--- src/rtl/core/dels_pkg.sv ---
// Shared constants, codes and types of the double-ended list store.
package dels_pkg;

  localparam int unsigned DEPTH    = 64;
  localparam int unsigned DATA_W   = 32;
  localparam int unsigned ADDR_W   = $clog2(DEPTH);
  localparam int unsigned IDX_W    = ADDR_W + 1;
  localparam int unsigned CNT_W    = 7;
  localparam int unsigned REQ_W    = 3;
  localparam int unsigned STATUS_W = 2;

  // Link value that points nowhere.
  localparam logic [IDX_W-1:0] NULL_IDX = IDX_W'(DEPTH);

  typedef enum logic [REQ_W-1:0] {
    REQ_APPEND_TAIL  = 3'd0,
    REQ_REMOVE_TAIL  = 3'd1,
    REQ_PREPEND_HEAD = 3'd2,
    REQ_REMOVE_HEAD  = 3'd3,
    REQ_DELETE_MATCH = 3'd4
  } req_type_e;

  typedef enum logic [STATUS_W-1:0] {
    ST_OK        = 2'd0,
    ST_EMPTY     = 2'd1,
    ST_FULL      = 2'd2,
    ST_NOT_FOUND = 2'd3
  } status_e;

  typedef enum logic {
    S_IDLE = 1'b0,
    S_EXEC = 1'b1
  } state_e;

  typedef struct packed {
    logic              alloc;
    logic              release_en;
    logic [ADDR_W-1:0] release_idx;
  } free_ctrl_t;

  typedef struct packed {
    logic              any_free;
    logic [ADDR_W-1:0] alloc_idx;
  } free_stat_t;

endpackage

--- src/rtl/core/dels_req_if.sv ---
// Request channel: valid/ready handshake with request kind and value.
interface dels_req_if;
  logic                             valid;
  logic                             ready;
  logic [dels_pkg::REQ_W-1:0]       req_type;
  logic signed [dels_pkg::DATA_W-1:0] value;

  modport source (output valid, req_type, value, input ready);
  modport sink   (input valid, req_type, value, output ready);
endinterface

--- src/rtl/core/dels_rsp_if.sv ---
// Result channel: valid/ready handshake with removed value, count and status.
interface dels_rsp_if;
  logic                               valid;
  logic                               ready;
  logic signed [dels_pkg::DATA_W-1:0] removed_value;
  logic [dels_pkg::CNT_W-1:0]         entry_count;
  logic [dels_pkg::STATUS_W-1:0]      status;

  modport source (output valid, removed_value, entry_count, status, input ready);
  modport sink   (input valid, removed_value, entry_count, status, output ready);
endinterface

--- src/rtl/core/dels_ram.sv ---
// Generic single-write, single-read synchronous RAM with registered read data.
module dels_ram #(
  parameter int unsigned WIDTH = 8,
  parameter int unsigned DEPTH = 64
) (
  input  logic                     clk_i,
  input  logic                     we_i,
  input  logic [$clog2(DEPTH)-1:0] waddr_i,
  input  logic [WIDTH-1:0]         wdata_i,
  input  logic [$clog2(DEPTH)-1:0] raddr_i,
  output logic [WIDTH-1:0]         rdata_o
);

  logic [WIDTH-1:0] mem [DEPTH];
  logic [WIDTH-1:0] rdata_q;

  always_ff @(posedge clk_i) begin
    if (we_i) begin
      mem[waddr_i] <= wdata_i;
    end
  end

  always_ff @(posedge clk_i) begin
    rdata_q <= mem[raddr_i];
  end

  assign rdata_o = rdata_q;

endmodule

--- src/rtl/core/dels_free_map.sv ---
// Free-slot bitmap with lowest-free-slot allocator.
module dels_free_map (
  input  logic                 clk_i,
  input  logic                 rst_ni,
  input  dels_pkg::free_ctrl_t ctrl_i,
  output dels_pkg::free_stat_t stat_o
);
  import dels_pkg::*;

  logic [DEPTH-1:0]  free_q, free_d;
  logic [ADDR_W-1:0] low_idx;

  // Lowest set bit wins.
  always_comb begin
    low_idx = '0;
    for (int i = DEPTH - 1; i >= 0; i--) begin
      if (free_q[i]) begin
        low_idx = ADDR_W'(i);
      end
    end
  end

  assign stat_o.any_free  = |free_q;
  assign stat_o.alloc_idx = low_idx;

  always_comb begin
    free_d = free_q;
    if (ctrl_i.alloc) begin
      free_d[low_idx] = 1'b0;
    end
    if (ctrl_i.release_en) begin
      free_d[ctrl_i.release_idx] = 1'b1;
    end
  end

  always_ff @(posedge clk_i or negedge rst_ni) begin
    if (!rst_ni) begin
      free_q <= '1;
    end else begin
      free_q <= free_d;
    end
  end

endmodule

--- src/rtl/core/double_ended_list_store.sv ---
// An end operation's request passes from the idle state through the execute state to the result register.
// A delete stays in the execute state while it steps past entries (one slot RAM read each).
// No new request is taken until the current one is done; the slot RAM read comes before the update.
// A waiting result holds off the next request until the cycle of its own transaction.
// Reset: list empty, every slot free, no clearing pass; slot RAMs are not reset.
module double_ended_list_store (
  input  logic       clk_i,
  input  logic       rst_ni,
  dels_req_if.sink   req_i,
  dels_rsp_if.source rsp_o
);
  import dels_pkg::*;

  state_e            state_q, state_d;
  req_type_e         req_q, req_d;
  logic [DATA_W-1:0] val_q, val_d;
  logic [IDX_W-1:0]  cur_q, cur_d;
  logic [IDX_W-1:0]  head_q, head_d;
  logic [IDX_W-1:0]  tail_q, tail_d;
  logic [CNT_W-1:0]  count_q, count_d;

  logic                out_valid_q, out_valid_d;
  logic [DATA_W-1:0]   out_value_q, out_value_d;
  logic [CNT_W-1:0]    out_count_q, out_count_d;
  status_e             out_status_q, out_status_d;

  logic in_fire;
  logic [ADDR_W-1:0] rd_addr;

  logic              dw_en;
  logic [ADDR_W-1:0] dw_addr;
  logic              fw_en, bw_en;
  logic [ADDR_W-1:0] fw_addr, bw_addr;
  logic [IDX_W-1:0]  fw_data, bw_data;
  logic [DATA_W-1:0] data_rd;
  logic [IDX_W-1:0]  fwd_rd, bwd_rd;

  logic [IDX_W-1:0] prev_idx, next_idx, new_idx;
  logic             cur_valid;
  req_type_e        in_req;

  free_ctrl_t free_ctrl;
  free_stat_t free_stat;

  assign in_req      = req_type_e'(req_i.req_type);
  assign req_i.ready = (state_q == S_IDLE) && (!out_valid_q || rsp_o.ready);
  assign in_fire     = req_i.valid && req_i.ready;

  // Neighbors of the current slot; head and tail ends never trust stored links.
  assign cur_valid = (cur_q != NULL_IDX);
  assign prev_idx  = (cur_q == head_q) ? NULL_IDX : bwd_rd;
  assign next_idx  = (cur_q == tail_q) ? NULL_IDX : fwd_rd;
  assign new_idx   = {1'b0, free_stat.alloc_idx};

  dels_ram #(.WIDTH(DATA_W), .DEPTH(DEPTH)) u_data_ram (
    .clk_i   (clk_i),
    .we_i    (dw_en),
    .waddr_i (dw_addr),
    .wdata_i (val_q),
    .raddr_i (rd_addr),
    .rdata_o (data_rd)
  );

  dels_ram #(.WIDTH(IDX_W), .DEPTH(DEPTH)) u_fwd_ram (
    .clk_i   (clk_i),
    .we_i    (fw_en),
    .waddr_i (fw_addr),
    .wdata_i (fw_data),
    .raddr_i (rd_addr),
    .rdata_o (fwd_rd)
  );

  dels_ram #(.WIDTH(IDX_W), .DEPTH(DEPTH)) u_bwd_ram (
    .clk_i   (clk_i),
    .we_i    (bw_en),
    .waddr_i (bw_addr),
    .wdata_i (bw_data),
    .raddr_i (rd_addr),
    .rdata_o (bwd_rd)
  );

  dels_free_map u_free_map (
    .clk_i  (clk_i),
    .rst_ni (rst_ni),
    .ctrl_i (free_ctrl),
    .stat_o (free_stat)
  );

  always_comb begin
    state_d      = state_q;
    req_d        = req_q;
    val_d        = val_q;
    cur_d        = cur_q;
    head_d       = head_q;
    tail_d       = tail_q;
    count_d      = count_q;
    out_valid_d  = out_valid_q && !rsp_o.ready;
    out_value_d  = out_value_q;
    out_count_d  = out_count_q;
    out_status_d = out_status_q;
    dw_en        = 1'b0;
    dw_addr      = free_stat.alloc_idx;
    fw_en        = 1'b0;
    fw_addr      = '0;
    fw_data      = NULL_IDX;
    bw_en        = 1'b0;
    bw_addr      = '0;
    bw_data      = NULL_IDX;
    free_ctrl    = '0;
    rd_addr      = '0;

    case (state_q)
      S_IDLE: begin
        // Start reading the end slot the request works on.
        rd_addr = (in_req == REQ_REMOVE_TAIL) ? tail_q[ADDR_W-1:0] : head_q[ADDR_W-1:0];
        if (in_fire) begin
          req_d   = in_req;
          val_d   = req_i.value;
          cur_d   = (in_req == REQ_REMOVE_TAIL) ? tail_q : head_q;
          state_d = S_EXEC;
        end
      end
      S_EXEC: begin
        rd_addr      = next_idx[ADDR_W-1:0];
        state_d      = S_IDLE;
        out_valid_d  = 1'b1;
        out_value_d  = '0;
        out_status_d = ST_OK;
        case (req_q)
          REQ_APPEND_TAIL, REQ_PREPEND_HEAD: begin
            if (!free_stat.any_free) begin
              out_status_d = ST_FULL;
            end else begin
              dw_en           = 1'b1;
              free_ctrl.alloc = 1'b1;
              count_d         = count_q + 1'b1;
              if (req_q == REQ_APPEND_TAIL) begin
                bw_en   = 1'b1;
                bw_addr = free_stat.alloc_idx;
                bw_data = tail_q;
                if (tail_q != NULL_IDX) begin
                  fw_en   = 1'b1;
                  fw_addr = tail_q[ADDR_W-1:0];
                  fw_data = new_idx;
                end else begin
                  head_d = new_idx;
                end
                tail_d = new_idx;
              end else begin
                fw_en   = 1'b1;
                fw_addr = free_stat.alloc_idx;
                fw_data = head_q;
                if (head_q != NULL_IDX) begin
                  bw_en   = 1'b1;
                  bw_addr = head_q[ADDR_W-1:0];
                  bw_data = new_idx;
                end else begin
                  tail_d = new_idx;
                end
                head_d = new_idx;
              end
            end
          end
          REQ_REMOVE_TAIL, REQ_REMOVE_HEAD, REQ_DELETE_MATCH: begin
            if (!cur_valid) begin
              out_status_d = (req_q == REQ_DELETE_MATCH) ? ST_NOT_FOUND : ST_EMPTY;
            end else if (req_q == REQ_DELETE_MATCH && data_rd != val_q) begin
              // Advance the walk; hold the result back.
              cur_d       = next_idx;
              state_d     = S_EXEC;
              out_valid_d = out_valid_q && !rsp_o.ready;
            end else begin
              if (req_q != REQ_DELETE_MATCH) begin
                out_value_d = data_rd;
              end
              if (prev_idx != NULL_IDX) begin
                fw_en   = 1'b1;
                fw_addr = prev_idx[ADDR_W-1:0];
                fw_data = next_idx;
              end else begin
                head_d = next_idx;
              end
              if (next_idx != NULL_IDX) begin
                bw_en   = 1'b1;
                bw_addr = next_idx[ADDR_W-1:0];
                bw_data = prev_idx;
              end else begin
                tail_d = prev_idx;
              end
              free_ctrl.release_en  = 1'b1;
              free_ctrl.release_idx = cur_q[ADDR_W-1:0];
              count_d               = count_q - 1'b1;
            end
          end
          default: begin
          end
        endcase
        out_count_d = count_d;
      end
      default: begin
        state_d = S_IDLE;
      end
    endcase
  end

  always_ff @(posedge clk_i or negedge rst_ni) begin
    if (!rst_ni) begin
      state_q     <= S_IDLE;
      head_q      <= NULL_IDX;
      tail_q      <= NULL_IDX;
      count_q     <= '0;
      out_valid_q <= 1'b0;
    end else begin
      state_q     <= state_d;
      head_q      <= head_d;
      tail_q      <= tail_d;
      count_q     <= count_d;
      out_valid_q <= out_valid_d;
    end
  end

  always_ff @(posedge clk_i) begin
    req_q        <= req_d;
    val_q        <= val_d;
    cur_q        <= cur_d;
    out_value_q  <= out_value_d;
    out_count_q  <= out_count_d;
    out_status_q <= out_status_d;
  end

  assign rsp_o.valid         = out_valid_q;
  assign rsp_o.removed_value = out_value_q;
  assign rsp_o.entry_count   = out_count_q;
  assign rsp_o.status        = out_status_q;

  a_count_bound: assert property (@(posedge clk_i) disable iff (!rst_ni)
    count_q <= CNT_W'(DEPTH))
    else $error("entry count above store depth");

  a_head_empty: assert property (@(posedge clk_i) disable iff (!rst_ni)
    (head_q == NULL_IDX) == (count_q == '0))
    else $error("head pointer disagrees with entry count");

  a_tail_empty: assert property (@(posedge clk_i) disable iff (!rst_ni)
    (tail_q == NULL_IDX) == (count_q == '0))
    else $error("tail pointer disagrees with entry count");

  a_full_count: assert property (@(posedge clk_i) disable iff (!rst_ni)
    (out_valid_q && out_status_q == ST_FULL) |-> out_count_q == CNT_W'(DEPTH))
    else $error("full status reported below depth");

  a_empty_count: assert property (@(posedge clk_i) disable iff (!rst_ni)
    (out_valid_q && out_status_q == ST_EMPTY) |-> out_count_q == '0)
    else $error("empty status reported with entries held");

endmodule

--- src/flat_wrapper.sv ---
// flat-port wrapper written by rule: the top's interface ports become plain ports
module double_ended_list_store_flat import dels_pkg::*;
  (clk_i, rst_ni, req_i_valid, req_i_req_type, req_i_value, req_i_ready, rsp_o_valid, rsp_o_removed_value, rsp_o_entry_count, rsp_o_status, rsp_o_ready);
  dels_req_if req_i_i ();
  dels_rsp_if rsp_o_i ();
  input  logic clk_i;
  input  logic rst_ni;
  input wire logic [$bits(req_i_i.valid)-1:0] req_i_valid;
  input wire logic [$bits(req_i_i.req_type)-1:0] req_i_req_type;
  input wire logic [$bits(req_i_i.value)-1:0] req_i_value;
  output wire logic [$bits(req_i_i.ready)-1:0] req_i_ready;
  output wire logic [$bits(rsp_o_i.valid)-1:0] rsp_o_valid;
  output wire logic [$bits(rsp_o_i.removed_value)-1:0] rsp_o_removed_value;
  output wire logic [$bits(rsp_o_i.entry_count)-1:0] rsp_o_entry_count;
  output wire logic [$bits(rsp_o_i.status)-1:0] rsp_o_status;
  input wire logic [$bits(rsp_o_i.ready)-1:0] rsp_o_ready;
  assign req_i_i.valid = req_i_valid;
  assign req_i_i.req_type = req_i_req_type;
  assign req_i_i.value = req_i_value;
  assign req_i_ready = req_i_i.ready;
  assign rsp_o_valid = rsp_o_i.valid;
  assign rsp_o_removed_value = rsp_o_i.removed_value;
  assign rsp_o_entry_count = rsp_o_i.entry_count;
  assign rsp_o_status = rsp_o_i.status;
  assign rsp_o_i.ready = rsp_o_ready;
  double_ended_list_store u_core (.clk_i(clk_i), .rst_ni(rst_ni), .req_i(req_i_i), .rsp_o(rsp_o_i));
endmodule
--- config.mk ---
export PLATFORM = sky130hd
export DESIGN_NAME = double_ended_list_store_flat
export DESIGN_NICKNAME = d
export VERILOG_FILES = /design/src/rtl/core/dels_pkg.sv /design/src/rtl/core/dels_req_if.sv /design/src/rtl/core/dels_rsp_if.sv /design/src/rtl/core/dels_ram.sv /design/src/rtl/core/dels_free_map.sv /design/src/rtl/core/double_ended_list_store.sv /design/src/flat_wrapper.sv
export SDC_FILE = /design/constraint.sdc
export NUM_CORES = 2
export LEC_CHECK = 0
export ABC_AREA = 1
export BUFFER_PORTS_ARGS = -buffer_cell sky130_fd_sc_hd__buf_2
export CAP_MARGIN = 0
export CORE_MARGIN = 4
export CORE_UTILIZATION = 25
export CTS_CLUSTER_SIZE = 25
export DETAILED_ROUTE_END_ITERATION = 8
export REMOVE_ABC_BUFFERS = 1
export SYNTH_ARGS = -nofsm -noshare
export SYNTH_HDL_FRONTEND = slang
export SYNTH_SLANG_ARGS = --single-unit
--- constraint.sdc ---
create_clock -name clk_i -period 10.36 [get_ports clk_i]
set_clock_uncertainty 0.05 [all_clocks]
set_input_delay 2.072 -clock clk_i [delete_from_list [all_inputs] [get_ports clk_i]]
set_output_delay 2.072 -clock clk_i [all_outputs]
set_load 0.01 [all_outputs]
==> results.md <==
* Final hold violation count at 0
* Largest net degree at the start of global routing at 222
* Rows at 259
* Post-Syn Instances at 9659
* Starting Density at ~25%
* Largest delay contributor family on the critical path: simple AND/OR/NAND/NOR gates
* Placed cell areas at 134200 sq um
* Hold buffers post-CTS at 0
* Clock sink total at 3160
* Post-DP HPWL at 228200 um
* Synth Area in Adders at less than 1%
* Fin nets at 9621
* Io pins at 82
* Clk_lat worst skew at 900 ps
* Synth top area share at between 70 and 80%
* Via count of the first global-routing pass at 77.72k
* Crit end category: flop
* Share of cells above drive strength 1 at 8.952%
* Mapped Area at around 130000 sq um
* Commonest cells post-synth: 3027 x edfxtp_1, 2920 x nor2_1, 1131 x o21ai_0
* Max-slew headroom at -3.621%
* Root Buffer Master: clkbuf_16
* Post-synth top area cell: edfxtp_1
* Distinct cells, synth at between 40 and 50
* Power Density at 318.6 nW/um^2
* Vias after detailed routing at between 80k and 90k
* 1st-pass router iterations at 5
* Drt wl/cell at between 20 and 25 um
* Multi-input logic area at 28920 sq um
* Yosys warning count at 0
* First-pass GRT wire length at 553400 um
* Post-Layout Inst Area at 144100 sq um
* Synth Area in Simple Gates at a little over a tenth
* Post-synth ARST share at 2.753%
* Tot GR Track Use at 14.35%
* Clock-pin transition on the worst setup and hold timing paths at 60 ps
* Shortest period the worst path allows at 7398 ps
* FILL cells at ~50k
* 1st-iter DRT viols at 11.77k
* CP max stage delay at 1210 ps
* Main combinational cell family by area after synthesis: compound AO/OA/AOI/OAI gates
* Final Max Slew Viols at 3
* Compound-cell area share of the yosys netlist at approximately an eighth
* Final Setup Violations at 0
* HP Class: flop to flop
* Postcts setup bufs at 0
* Proportion of synthesized area in mux cells at 0%
* CP Data Required Time at between 10000 and 15000 ps
* RSZ-0062 raised after global routing: no
* GP Congestion at 0.9265
* Slowest CP cell: nor3_1
* DR vias/cell at 5.032
* Clk buf depth at 4
* CTS tree: done
* Synth area leaders: edfxtp_1 72%, nor2_1 8.7%, o32ai_1 4.8%
* Area of the core at 498700 sq um
* Die height at 716.4 um
* H-tree lvl count at 5
* Register area share after synthesis at 74.98%
* Critical path fanouts, max at 9
* Clock buffer count from CTS at 308
* Max capacitance violation total at 1
* Count leader, synth: edfxtp_1
* Worst Setup Path Type: flop to flop
* P_leak at roughly 45 nW
* Die Span X at 716.4 um
* Yosys reg bits at 3160
* Failing checks: max-capacitance violations, max-slew violations
* Final WS setup at 2962 ps
* FMAX at around 140 MHz
* Startpoint types: flop
* EDFF count, synth at 3027
* Worst-Margin Slew at 1542 ps
* Xor and xnor area share after synthesis at less than 1%
* Cell mode on critical path: nand2_1
* Sequential Area at around 94000 sq um
* TNS Setup at 0 ps
* Post-cts resize count at 0
* Status: finished, violations left
* Pre-CTS WS at 3393 ps
* Grt total ovfl at 0
* Number of port buffers at 81
* Drt total wl at 385500 um
* Hold WS at 458.9 ps
* Area growth syn-to-layout at 14.83%
* CP bufs+invs at 2
* Peak supply drop at 0.5598 mV
* Remaining DRCs at 0
* Die ar. at 513300 sq um
* Antenna Violating Nets Remaining at 0
* Share of the core filled with cells at 28.89%
* Crit path DAT at just over 8000 ps
* Initial antenna violation count at 28
* Main synth FF type: edfxtp_1
* Syn Area/Cell at ~13 sq um
* Post-route clock period utilization at a little under three quarters
* CP Cell Sequence: xnor2_1 -> nand4_1 -> nor4_1 -> nand3_1 -> nand2_1 -> nand2_1 -> nor2_1 -> inv_1 -> nor2_1 -> inv_1 -> nor3_1 -> nand2_1 -> o22ai_1
==> worst register-to-register path, stage by stage (launching register included) <==
cell,delay (ps)
edfxtp_1,830
xnor2_1,220
nand4_1,160
nor4_1,1070
nand3_1,580
nand2_1,420
nand2_1,260
nor2_1,510
inv_1,180
nor2_1,700
inv_1,200
nor3_1,1210
nand2_1,570
o22ai_1,360
==> metal layers <==
layer | vias to the layer above | global-route usage (%) | wire [um]
li1 | 35850 | - | -
met1 | 42001 | 20.50 | 164000
met2 | 4391 | 21.32 | 167200
met3 | 617 | 4.126 | 44510
met4 | 8 | 3.525 | 9832
met5 | - | 0 | 47
==> metrics by stage <==
stage | power (mW) | cells
2_1_floorplan | 24.55 | 9001
4_1_cts | 45.64 | 16463
6_report | 45.90 | 16468
3_5_place_dp | 34.51 | 15925
3_3_place_gp | 34.45 | 15925
5_1_grt | 47.94 | 16463
==> path summary, 6_finish.rpt <==
| kind | startpoint | slack (ps) | cells after the start | end |
|---|---|---|---|---|
| worst max-delay path | u_core.val_q[2] | 2960 | 13 | u_core.u_free_map.free_q[42] |
| worst min-delay path | u_core.u_free_map.free_q[12] | 460 | 2 | u_core.u_free_map.free_q[12] |
| worst max register to register | u_core.val_q[2] | 2960 | 13 | u_core.u_free_map.free_q[42] |
| worst min register to register | u_core.u_free_map.free_q[12] | 460 | 2 | u_core.u_free_map.free_q[12] |
| max in group asynchronous | rst_ni | 7890 | 2 | u_core.u_free_map.free_q[59] |
| min in group asynchronous | rst_ni | 1070 | 1 | u_core.rsp_o.valid |
==> cell families after synthesis <==
kind of cell	count (synthesis)
xor gates and xnor gates	36
AOI/OAI and AO/OA	2227
buffers and inverters	843
DFF	3160
and+or+nand+nor	3391
adders and majority gates	2
==> power breakdown <==
| group | internal (mW) | switching, mW |
|---|---|---|
| registers | 15.1 | 0.484 |
| logic | 4.65 | 14.4 |
| clock network | 6.38 | 4.87 |
==> area by class of cell <==
class,instances,share of cell area (%)
Sequential cell,3160,65.30
Multi-Input combinational cell,5656,20.07
Tap cell,6655,5.779
Clock inverter,131,0.9692
Timing Repair Buffer,269,1.497
Inverter,185,0.5072
Clock buffer,407,5.865
Antenna cell,5,0.008684
==> state kept, by name, summed over array words and instances (netlist names) <==
register and cells:
u_core.count_q 7, u_core.cur_q 7, u_core.head_q 7, u_core.req_q 3, u_core.rsp_o.entry_count 7, u_core.rsp_o.removed_value 32
u_core.rsp_o.status 2, u_core.rsp_o.valid 1, u_core.state_q 1, u_core.tail_q 7, u_core.u_bwd_ram.mem 448, u_core.u_bwd_ram.rdata_o 7
u_core.u_data_ram.mem 2048, u_core.u_data_ram.rdata_o 32, u_core.u_free_map.free_q 64, u_core.u_fwd_ram.mem 448, u_core.u_fwd_ram.rdata_o 7, u_core.val_q 32
==> layout by cell type (no fill, tap or decap), drive strengths merged, types with 123 or more instances in the layout <==
cell type,n
nand2,301
clkbuf,407
inv,184
nand3,123
o221ai,153
buf,269
o32ai,692
o21ai,1136
nor2,2921
edfxtp,3027
Power figures use the tool's default switching activity.
